--- config.mk ---
export PLATFORM = sky130hd
export DESIGN_NAME = sorted_priority_queue_unit
export DESIGN_NICKNAME = d
export VERILOG_FILES = /design/src/rtl/spq_pkg.sv /design/src/rtl/spq_ctrl.sv /design/src/rtl/spq_datapath.sv /design/src/rtl/sorted_priority_queue_unit.sv
export SDC_FILE = /design/constraint.sdc
export NUM_CORES = 2
export LEC_CHECK = 0
export BUFFER_PORTS_ARGS = -buffer_cell sky130_fd_sc_hd__buf_2
export CAP_MARGIN = 15
export CORE_ASPECT_RATIO = 0.75
export CORE_MARGIN = 4
export CORE_UTILIZATION = 56
export DETAILED_ROUTE_END_ITERATION = 10
export MAX_ROUTING_LAYER = met4
export PLACE_DENSITY = 0.76
export SLEW_MARGIN = 10
export SYNTH_ARGS = -nofsm -noshare
export SYNTH_HDL_FRONTEND = slang
export SYNTH_HIERARCHICAL = 1
export SYNTH_SLANG_ARGS = --single-unit
--- constraint.sdc ---
create_clock -name i_clk -period 11.6 [get_ports i_clk]
set_clock_uncertainty 0.1 [all_clocks]
set_input_delay 1.16 -clock i_clk [delete_from_list [all_inputs] [get_ports i_clk]]
set_output_delay 1.16 -clock i_clk [all_outputs]
set_load 0.01 [all_outputs]
--- src/rtl/spq_pkg.sv ---
// ----------------------------------------------------------------------------
// spq_pkg
// Shared types, sizes and codes for the sorted priority queue.
// ----------------------------------------------------------------------------
package spq_pkg;

    localparam int DEPTH = 16;
    localparam int CNT_W = $clog2(DEPTH + 1);
    localparam int OCC_W = 5;

    localparam logic FUNC_ENQ = 1'b0;
    localparam logic FUNC_DEQ = 1'b1;

    localparam logic [1:0] STAT_OK    = 2'd0;
    localparam logic [1:0] STAT_FULL  = 2'd1;
    localparam logic [1:0] STAT_EMPTY = 2'd2;

    typedef struct packed {
        logic               func;
        logic signed [31:0] item_data;
        logic signed [15:0] item_priority;
    } t_req;

    typedef struct packed {
        logic               removed_valid;
        logic signed [31:0] removed_data;
        logic signed [15:0] removed_priority;
        logic [1:0]         status;
        logic [OCC_W-1:0]   occupancy;
    } t_rsp;

    typedef struct packed {
        logic signed [31:0] data;
        logic signed [15:0] prio;
    } t_entry;

    typedef struct packed {
        logic capture;
        logic execute;
    } t_cmd;

    typedef enum logic [0:0] {
        S_IDLE,
        S_EXEC
    } t_state;

endpackage

--- src/rtl/spq_ctrl.sv ---
// ----------------------------------------------------------------------------
// spq_ctrl
// Request sequencer: captures a request, then runs it once the result
// register is free.
// ----------------------------------------------------------------------------
module spq_ctrl (
    input  logic          i_clk,
    input  logic          i_rst_n,
    input  logic          i_in_valid,
    output logic          o_in_stall,
    output logic          o_out_valid,
    input  logic          i_out_stall,
    output spq_pkg::t_cmd o_cmd
);

    spq_pkg::t_state r_state;
    spq_pkg::t_state n_state;
    logic            r_out_valid;
    logic            n_out_valid;

    always_ff @(posedge i_clk) begin
        if (!i_rst_n) begin
            r_state     <= spq_pkg::S_IDLE;
            r_out_valid <= 1'b0;
        end else begin
            r_state     <= n_state;
            r_out_valid <= n_out_valid;
        end
    end

    always_comb begin
        n_state       = r_state;
        n_out_valid   = r_out_valid && i_out_stall;
        o_cmd         = '0;
        o_in_stall    = 1'b1;
        unique case (r_state)
            spq_pkg::S_IDLE: begin
                o_in_stall = 1'b0;
                if (i_in_valid) begin
                    o_cmd.capture = 1'b1;
                    n_state       = spq_pkg::S_EXEC;
                end
            end
            spq_pkg::S_EXEC: begin
                if (!r_out_valid || !i_out_stall) begin
                    o_cmd.execute = 1'b1;
                    n_out_valid   = 1'b1;
                    n_state       = spq_pkg::S_IDLE;
                end
            end
            default: begin
                n_state = spq_pkg::S_IDLE;
            end
        endcase
    end

    assign o_out_valid = r_out_valid;

endmodule

--- src/rtl/spq_datapath.sv ---
// ----------------------------------------------------------------------------
// spq_datapath
// Sorted entry row with parallel compare and shift, request register and
// result register.
// ----------------------------------------------------------------------------
module spq_datapath (
    input  logic          i_clk,
    input  logic          i_rst_n,
    input  spq_pkg::t_cmd i_cmd,
    input  spq_pkg::t_req i_req,
    output spq_pkg::t_rsp o_rsp
);

    spq_pkg::t_req                 r_req;
    spq_pkg::t_rsp                 r_rsp;
    spq_pkg::t_rsp                 n_rsp;
    spq_pkg::t_entry               r_entry [spq_pkg::DEPTH];
    spq_pkg::t_entry               n_entry [spq_pkg::DEPTH];
    logic [spq_pkg::CNT_W-1:0]     r_count;
    logic [spq_pkg::CNT_W-1:0]     n_count;
    logic [spq_pkg::DEPTH-1:0]     gt;
    spq_pkg::t_entry               new_entry;
    logic                          is_full;
    logic                          is_empty;

    assign new_entry.data = r_req.item_data;
    assign new_entry.prio = r_req.item_priority;
    assign is_full  = (r_count == spq_pkg::CNT_W'(spq_pkg::DEPTH));
    assign is_empty = (r_count == '0);

    always_comb begin
        for (int i = 0; i < spq_pkg::DEPTH; i++) begin
            gt[i] = (spq_pkg::CNT_W'(i) < r_count) &&
                    ($signed(r_entry[i].prio) > $signed(r_req.item_priority));
        end
    end

    always_comb begin
        n_count = r_count;
        for (int i = 0; i < spq_pkg::DEPTH; i++) begin
            n_entry[i] = r_entry[i];
        end
        n_rsp = '0;
        if (r_req.func == spq_pkg::FUNC_ENQ) begin
            if (is_full) begin
                n_rsp.status = spq_pkg::STAT_FULL;
            end else begin
                n_rsp.status = spq_pkg::STAT_OK;
                n_count      = r_count + 1'b1;
                if (gt[0] || is_empty) begin
                    n_entry[0] = new_entry;
                end
                for (int i = 1; i < spq_pkg::DEPTH; i++) begin
                    if (gt[i-1]) begin
                        n_entry[i] = r_entry[i-1];
                    end else if (gt[i] || (spq_pkg::CNT_W'(i) == r_count)) begin
                        n_entry[i] = new_entry;
                    end
                end
            end
        end else begin
            if (is_empty) begin
                n_rsp.status = spq_pkg::STAT_EMPTY;
            end else begin
                n_rsp.status           = spq_pkg::STAT_OK;
                n_rsp.removed_valid    = 1'b1;
                n_rsp.removed_data     = r_entry[0].data;
                n_rsp.removed_priority = r_entry[0].prio;
                n_count                = r_count - 1'b1;
                for (int i = 0; i < spq_pkg::DEPTH - 1; i++) begin
                    n_entry[i] = r_entry[i+1];
                end
            end
        end
        n_rsp.occupancy = spq_pkg::OCC_W'(n_count);
    end

    always_ff @(posedge i_clk) begin
        if (!i_rst_n) begin
            r_count <= '0;
        end else if (i_cmd.execute) begin
            r_count <= n_count;
        end
    end

    always_ff @(posedge i_clk) begin
        if (i_cmd.capture) begin
            r_req <= i_req;
        end
        if (i_cmd.execute) begin
            r_rsp <= n_rsp;
            for (int i = 0; i < spq_pkg::DEPTH; i++) begin
                r_entry[i] <= n_entry[i];
            end
        end
    end

    assign o_rsp = r_rsp;

endmodule

--- src/rtl/sorted_priority_queue_unit.sv ---
// ----------------------------------------------------------------------------
// sorted_priority_queue_unit
// Priority queue kept as a sorted row of entries; enqueue inserts behind
// equal priorities, dequeue removes the head.
// ----------------------------------------------------------------------------
//  Channel | Direction | Handshake              | Payload
//  in      | input     | i_in_valid / o_in_stall | i_in_req  (spq_pkg::t_req)
//  out     | output    | o_out_valid / i_out_stall | o_out_rsp (spq_pkg::t_rsp)
//
//  A request is first captured; then the execute step compares and shifts
//  the whole entry row at once and loads the result register.
//  The execute cycle waits while the result register holds an untaken result.
//  Reset empties the queue; stored entries themselves are not cleared.
// ----------------------------------------------------------------------------
module sorted_priority_queue_unit (
    input  logic          i_clk,
    input  logic          i_rst_n,
    input  logic          i_in_valid,
    output logic          o_in_stall,
    input  spq_pkg::t_req i_in_req,
    output logic          o_out_valid,
    input  logic          i_out_stall,
    output spq_pkg::t_rsp o_out_rsp
);

    spq_pkg::t_cmd cmd;

    spq_ctrl u_ctrl (
        .i_clk       (i_clk),
        .i_rst_n     (i_rst_n),
        .i_in_valid  (i_in_valid),
        .o_in_stall  (o_in_stall),
        .o_out_valid (o_out_valid),
        .i_out_stall (i_out_stall),
        .o_cmd       (cmd)
    );

    spq_datapath u_datapath (
        .i_clk   (i_clk),
        .i_rst_n (i_rst_n),
        .i_cmd   (cmd),
        .i_req   (i_in_req),
        .o_rsp   (o_out_rsp)
    );

endmodule

==> impl_results.html <==
<table>
<tr><th>Metric</th><th>Value</th></tr>
<tr><th colspan="2">Clock network</th></tr>
<tr><td>CTS hold repair buffers</td><td>0</td></tr>
<tr><td>TritonCTS clock tree</td><td>built</td></tr>
<tr><td>CTS clk-pin slew, worst paths</td><td>0.06 ns</td></tr>
<tr><td>Sink Count</td><td>880</td></tr>
<tr><td>Number of buffers on the longest clock path</td><td>3</td></tr>
<tr><td>Library cell used as clock root buffer</td><td>clkbuf_16</td></tr>
<tr><td>Clock latency of the later-clocked register in the worst-skew pair</td><td>0.68 ns</td></tr>
<tr><td>Clock buffers created by TritonCTS</td><td>90</td></tr>
<tr><td>Post-CTS sizing</td><td>0</td></tr>
<tr><td>Count of buffers added by post-CTS timing repair for setup</td><td>0</td></tr>
<tr><td>H-tree depth</td><td>3</td></tr>
<tr><th colspan="2">Worst setup path</th></tr>
<tr><td>CP Max Fanout</td><td>30</td></tr>
<tr><td>Kind of critical path</td><td>reg -&gt; reg</td></tr>
<tr><td>Kind of end point of the critical path</td><td>flip-flop</td></tr>
<tr><td>Category of the worst setup path launch point</td><td>flip-flop</td></tr>
<tr><td>Data required time at the worst endpoint</td><td>11.80 ns</td></tr>
<tr><td>Critical path arrival</td><td>6.06 ns</td></tr>
<tr><th colspan="2">Die</th></tr>
<tr><td>Number of placed I/O pins</td><td>111</td></tr>
<tr><td>Count of standard-cell rows</td><td>92</td></tr>
<tr><td>Initial Utilization</td><td>56.8%</td></tr>
<tr><td>Die boundary height</td><td>261 um</td></tr>
<tr><td>Total die area</td><td>~90000 um^2</td></tr>
<tr><td>Horiz. Die Dim</td><td>around 350 um</td></tr>
<tr><td>Placeable core region</td><td>84400 um^2</td></tr>
<tr><th colspan="2">Timing</th></tr>
<tr><td>Worst Tran Pin Value</td><td>1.22 ns</td></tr>
<tr><td>Final hold violations</td><td>0</td></tr>
<tr><td>Final worst path period share</td><td>between 50 and 60%</td></tr>
<tr><td>Minimum period implied by the final worst setup slack</td><td>5.87 ns</td></tr>
<tr><td>Max Slew Vio Count</td><td>0</td></tr>
<tr><td>Setup repair after global routing missed its margin</td><td>no</td></tr>
<tr><td>Max-slew headroom</td><td>18.5%</td></tr>
<tr><td>Achievable Freq</td><td>170 MHz</td></tr>
<tr><td>Total setup violations reported at the end of the flow</td><td>0</td></tr>
<tr><td>Accumulated negative setup slack</td><td>0 ns</td></tr>
<tr><th colspan="2">Cells and area</th></tr>
<tr><td>Count of antenna diodes in the layout</td><td>0</td></tr>
<tr><td>Synth-to-layout area growth</td><td>8.95%</td></tr>
<tr><td>Layout Cell Area excl Fill</td><td>between 50000 and 60000 um^2</td></tr>
<tr><td>Fraction of final layout cells with drive strength greater than 1</td><td>9.19%</td></tr>
<tr><td>Count of fill cells added during filler insertion</td><td>6671</td></tr>
<tr><td>Share of the core filled with cells in the final layout</td><td>61.9%</td></tr>
<tr><td>Final Net Count</td><td>4562</td></tr>
<tr><th colspan="2">Drt</th></tr>
<tr><td>Mean number of vias per cell</td><td>6.90</td></tr>
<tr><td>Total number of vias</td><td>37600</td></tr>
<tr><td>Met2 Routed Length</td><td>between 60 and 70 mm</td></tr>
<tr><td>Top layer used by detailed routing</td><td>met4</td></tr>
<tr><td>Detailed-route wire length</td><td>150 mm</td></tr>
<tr><td>Post-detailed-route DRC marker count</td><td>0</td></tr>
<tr><td>First-iteration detailed-routing DRC count</td><td>5519</td></tr>
<tr><td>Count of nets left with antenna violations after detail routing</td><td>0</td></tr>
<tr><td>Detailed route wirelength on metal3</td><td>around 21 mm</td></tr>
<tr><td>Sum of routed wire segments on met1</td><td>roughly 63 mm</td></tr>
<tr><td>Pre-Repair DR Iteration Count</td><td>6</td></tr>
<tr><td>Average routed wire per standard cell</td><td>27.5 um</td></tr>
<tr><th colspan="2">Synth</th></tr>
<tr><td>Count of flip-flops with a built-in enable after synthesis</td><td>873</td></tr>
<tr><td>Sequential element share of the synthesized area</td><td>55.0%</td></tr>
<tr><td>Synth Register Bits</td><td>880</td></tr>
<tr><td>Number of unique standard cell types used by synthesis</td><td>71</td></tr>
<tr><td>Syn. warnings</td><td>6</td></tr>
<tr><td>Syn Std Cell Area</td><td>between 40000 and 50000 um^2</td></tr>
<tr><td>Total nets after synthesis</td><td>4644</td></tr>
<tr><td>Ys flop type</td><td>edfxtp_1</td></tr>
<tr><td>Average cell area after synthesis</td><td>approximately 11 um^2</td></tr>
<tr><td>Fraction of registers with async set or reset after synthesis</td><td>0%</td></tr>
<tr><td>Syn Inst Count</td><td>4330</td></tr>
<tr><th colspan="2">Flow run</th></tr>
<tr><td>Number of max-cap violations</td><td>0</td></tr>
<tr><th colspan="2">Global routing</th></tr>
<tr><td>Number of antenna violations at the first check in global routing</td><td>1</td></tr>
<tr><td>Global-route wire length before repair</td><td>~220 mm</td></tr>
<tr><td>Pin count of the biggest net entering global routing</td><td>just over 200</td></tr>
<tr><td>Remaining global-route overflow</td><td>0</td></tr>
<tr><td>Number of global-route vias before repair</td><td>35200</td></tr>
<tr><td>GRT Resource Usage Total</td><td>33.2%</td></tr>
<tr><th colspan="2">Placed design</th></tr>
<tr><td>Number of input and output port buffers inserted</td><td>110</td></tr>
<tr><td>Post-detail-place hpwl</td><td>about 94 mm</td></tr>
<tr><td>Placed cell areas</td><td>49300 um^2</td></tr>
<tr><td>RePlAce Congestion</td><td>between 0.9 and 1</td></tr>
<tr><th colspan="2">Power and ir drop</th></tr>
<tr><td>Static Leakage</td><td>0.0188 uW</td></tr>
<tr><td>Pwr dens</td><td>around 140 nW/um^2</td></tr>
<tr><td>Worst-case vdd ir drop</td><td>0.106 mV</td></tr>
<tr><th colspan="2">Worst hold path</th></tr>
<tr><td>Path class of the lowest-slack min-delay path</td><td>reg -&gt; reg</td></tr>
<tr><th colspan="2">Status</th></tr>
<tr><td>Run status</td><td>complete, no violations</td></tr>
</table>
[path summary, 6_finish.rpt]
check / from / to / slack [ns] / cells past startpoint
max: u_datapath/new_entry[1]$_DFFE_PP_ / u_datapath/r_entry[0][260]$_DFFE_PP_ / 5.73 / 11
min: u_datapath/r_entry[1][352]$_DFFE_PP_ / u_datapath/r_entry[1][304]$_DFFE_PP_ / 0.42 / 2
max reg2reg: u_datapath/new_entry[1]$_DFFE_PP_ / u_datapath/r_entry[0][260]$_DFFE_PP_ / 5.73 / 11
min reg2reg: u_datapath/r_entry[1][352]$_DFFE_PP_ / u_datapath/r_entry[1][304]$_DFFE_PP_ / 0.42 / 2
[logic make-up (layout without fill, tap and decap cells)]
family	count (synthesis)	after routing	synth area share, %
flops	880	880	55.0
compound gates	1027	1027	14.1
simple gates	1406	1406	12.9
mux	341	341	7.56
buf+inv	413	403	3.59
xor+xnor	2	2	0.0366
fa+ha+maj	261	261	6.82
[registers in the layout, indices dropped and copies added (netlist names)]
signal,cells
u_ctrl/o_out_valid,1
u_datapath/new_entry,48
u_datapath/o_rsp,56
u_ctrl/r_state,1
u_datapath/r_entry,768
u_datapath/r_req,1
u_datapath/r_count,5
[layer usage]
layer  GRT usage (%)  vias to the layer above
met3            8.89                      290
met4            9.32                        0
met1            48.6                    18500
met5               -                        -
li1                -                    16200
met2            45.6                     2609
[where the power goes]
| part | leakage [uW] | switching (uW) | total, uW | internal, uW |
|---|---|---|---|---|
| logic | 0.00937 | 498 | 748 | 249 |
| registers | 0.00805 | 82.6 | 3700 | 3620 |
| clock network | 0.00140 | 1300 | 2930 | 1630 |
[cells in the final DEF, fill, tap and decap left out, types with 54 or more instances in the layout]
cell       Yosys  routed
edfxtp_1     873     873
nand2_1      864     863
o211ai_1     492     492
nand3_1      311     311
mux2i_1      290     286
o21ai_0      268     268
ha_1         261     261
buf_2         53     110
clkbuf_16      0      91
a21oi_1       97      89
buf_4         16      70
inv_1         55      54
[final cells by class]
cell class              count  area (um^2)  share of cell area [%]
multi-input cells        3037        20200                    38.7
clock inverters            50          526                    1.01
repair buffers            184         1150                    2.20
inverters                  55          206                   0.395
clock buffers             114         2360                    4.53
well taps                1128         1410                    2.70
flip-flops and latches    880        26400                    50.5
[cell usage after synthesis, types with 5 or more instances]
cell,instances,share of area (%)
o21ai_1,45,0.47
mux2_4,38,1.2
a22oi_1,6,0.094
nand3_1,311,3.2
ha_1,261,6.8
a31oi_1,17,0.22
edfxtp_1,873,55
inv_1,55,0.43
nand2_1,864,6.8
a2111oi_0,8,0.15
buf_4,16,0.25
o22ai_1,8,0.10
a21boi_0,6,0.094
o211ai_1,492,7.7
and2_1,52,0.68
o21ai_0,268,2.8
a21o_1,22,0.34
mux2_2,10,0.24
buf_2,53,0.55
nor2b_1,21,0.27
clkbuf_1,271,2.1
nor4_1,17,0.22
buf_6,6,0.14
dfxtp_1,7,0.29
nor4b_1,5,0.091
nor2_1,38,0.30
and3_1,7,0.091
a211oi_1,12,0.19
a21oi_1,97,1.0
buf_1,12,0.094
nor3_1,18,0.19
a41o_1,7,0.15
o21a_1,7,0.11
nand4_1,46,0.60
mux2i_1,290,6.1
[per-stage QoR]
step / hold slack [ns] / worst slack (ns) / cells / total power (uW)
2_1_floorplan: 0.400 / 2.39 / 4330 / 4230
3_3_place_gp: 0.404 / 6.07 / 5283 / 4470
3_5_place_dp: 0.414 / 5.98 / 5283 / 4490
4_1_cts: 0.426 / 5.96 / 5447 / 7380
5_1_grt: 0.460 / 5.64 / 5448 / 7610
6_report: 0.425 / 5.73 / 5448 / 7380
[critical path, cell delays in order, from the launching register on]
cell	delay (ns)
edfxtp_1	0.56
inv_1	0.65
ha_1	0.37
nor2b_1	0.13
o211ai_1	0.33
a2111oi_0	0.20
nor4b_1	0.57
mux2i_4	0.32
buf_4	0.42
nor2_1	0.21
a31oi_4	0.99
buf_4	0.58
Note: power is estimated with default switching activity, not from simulation.
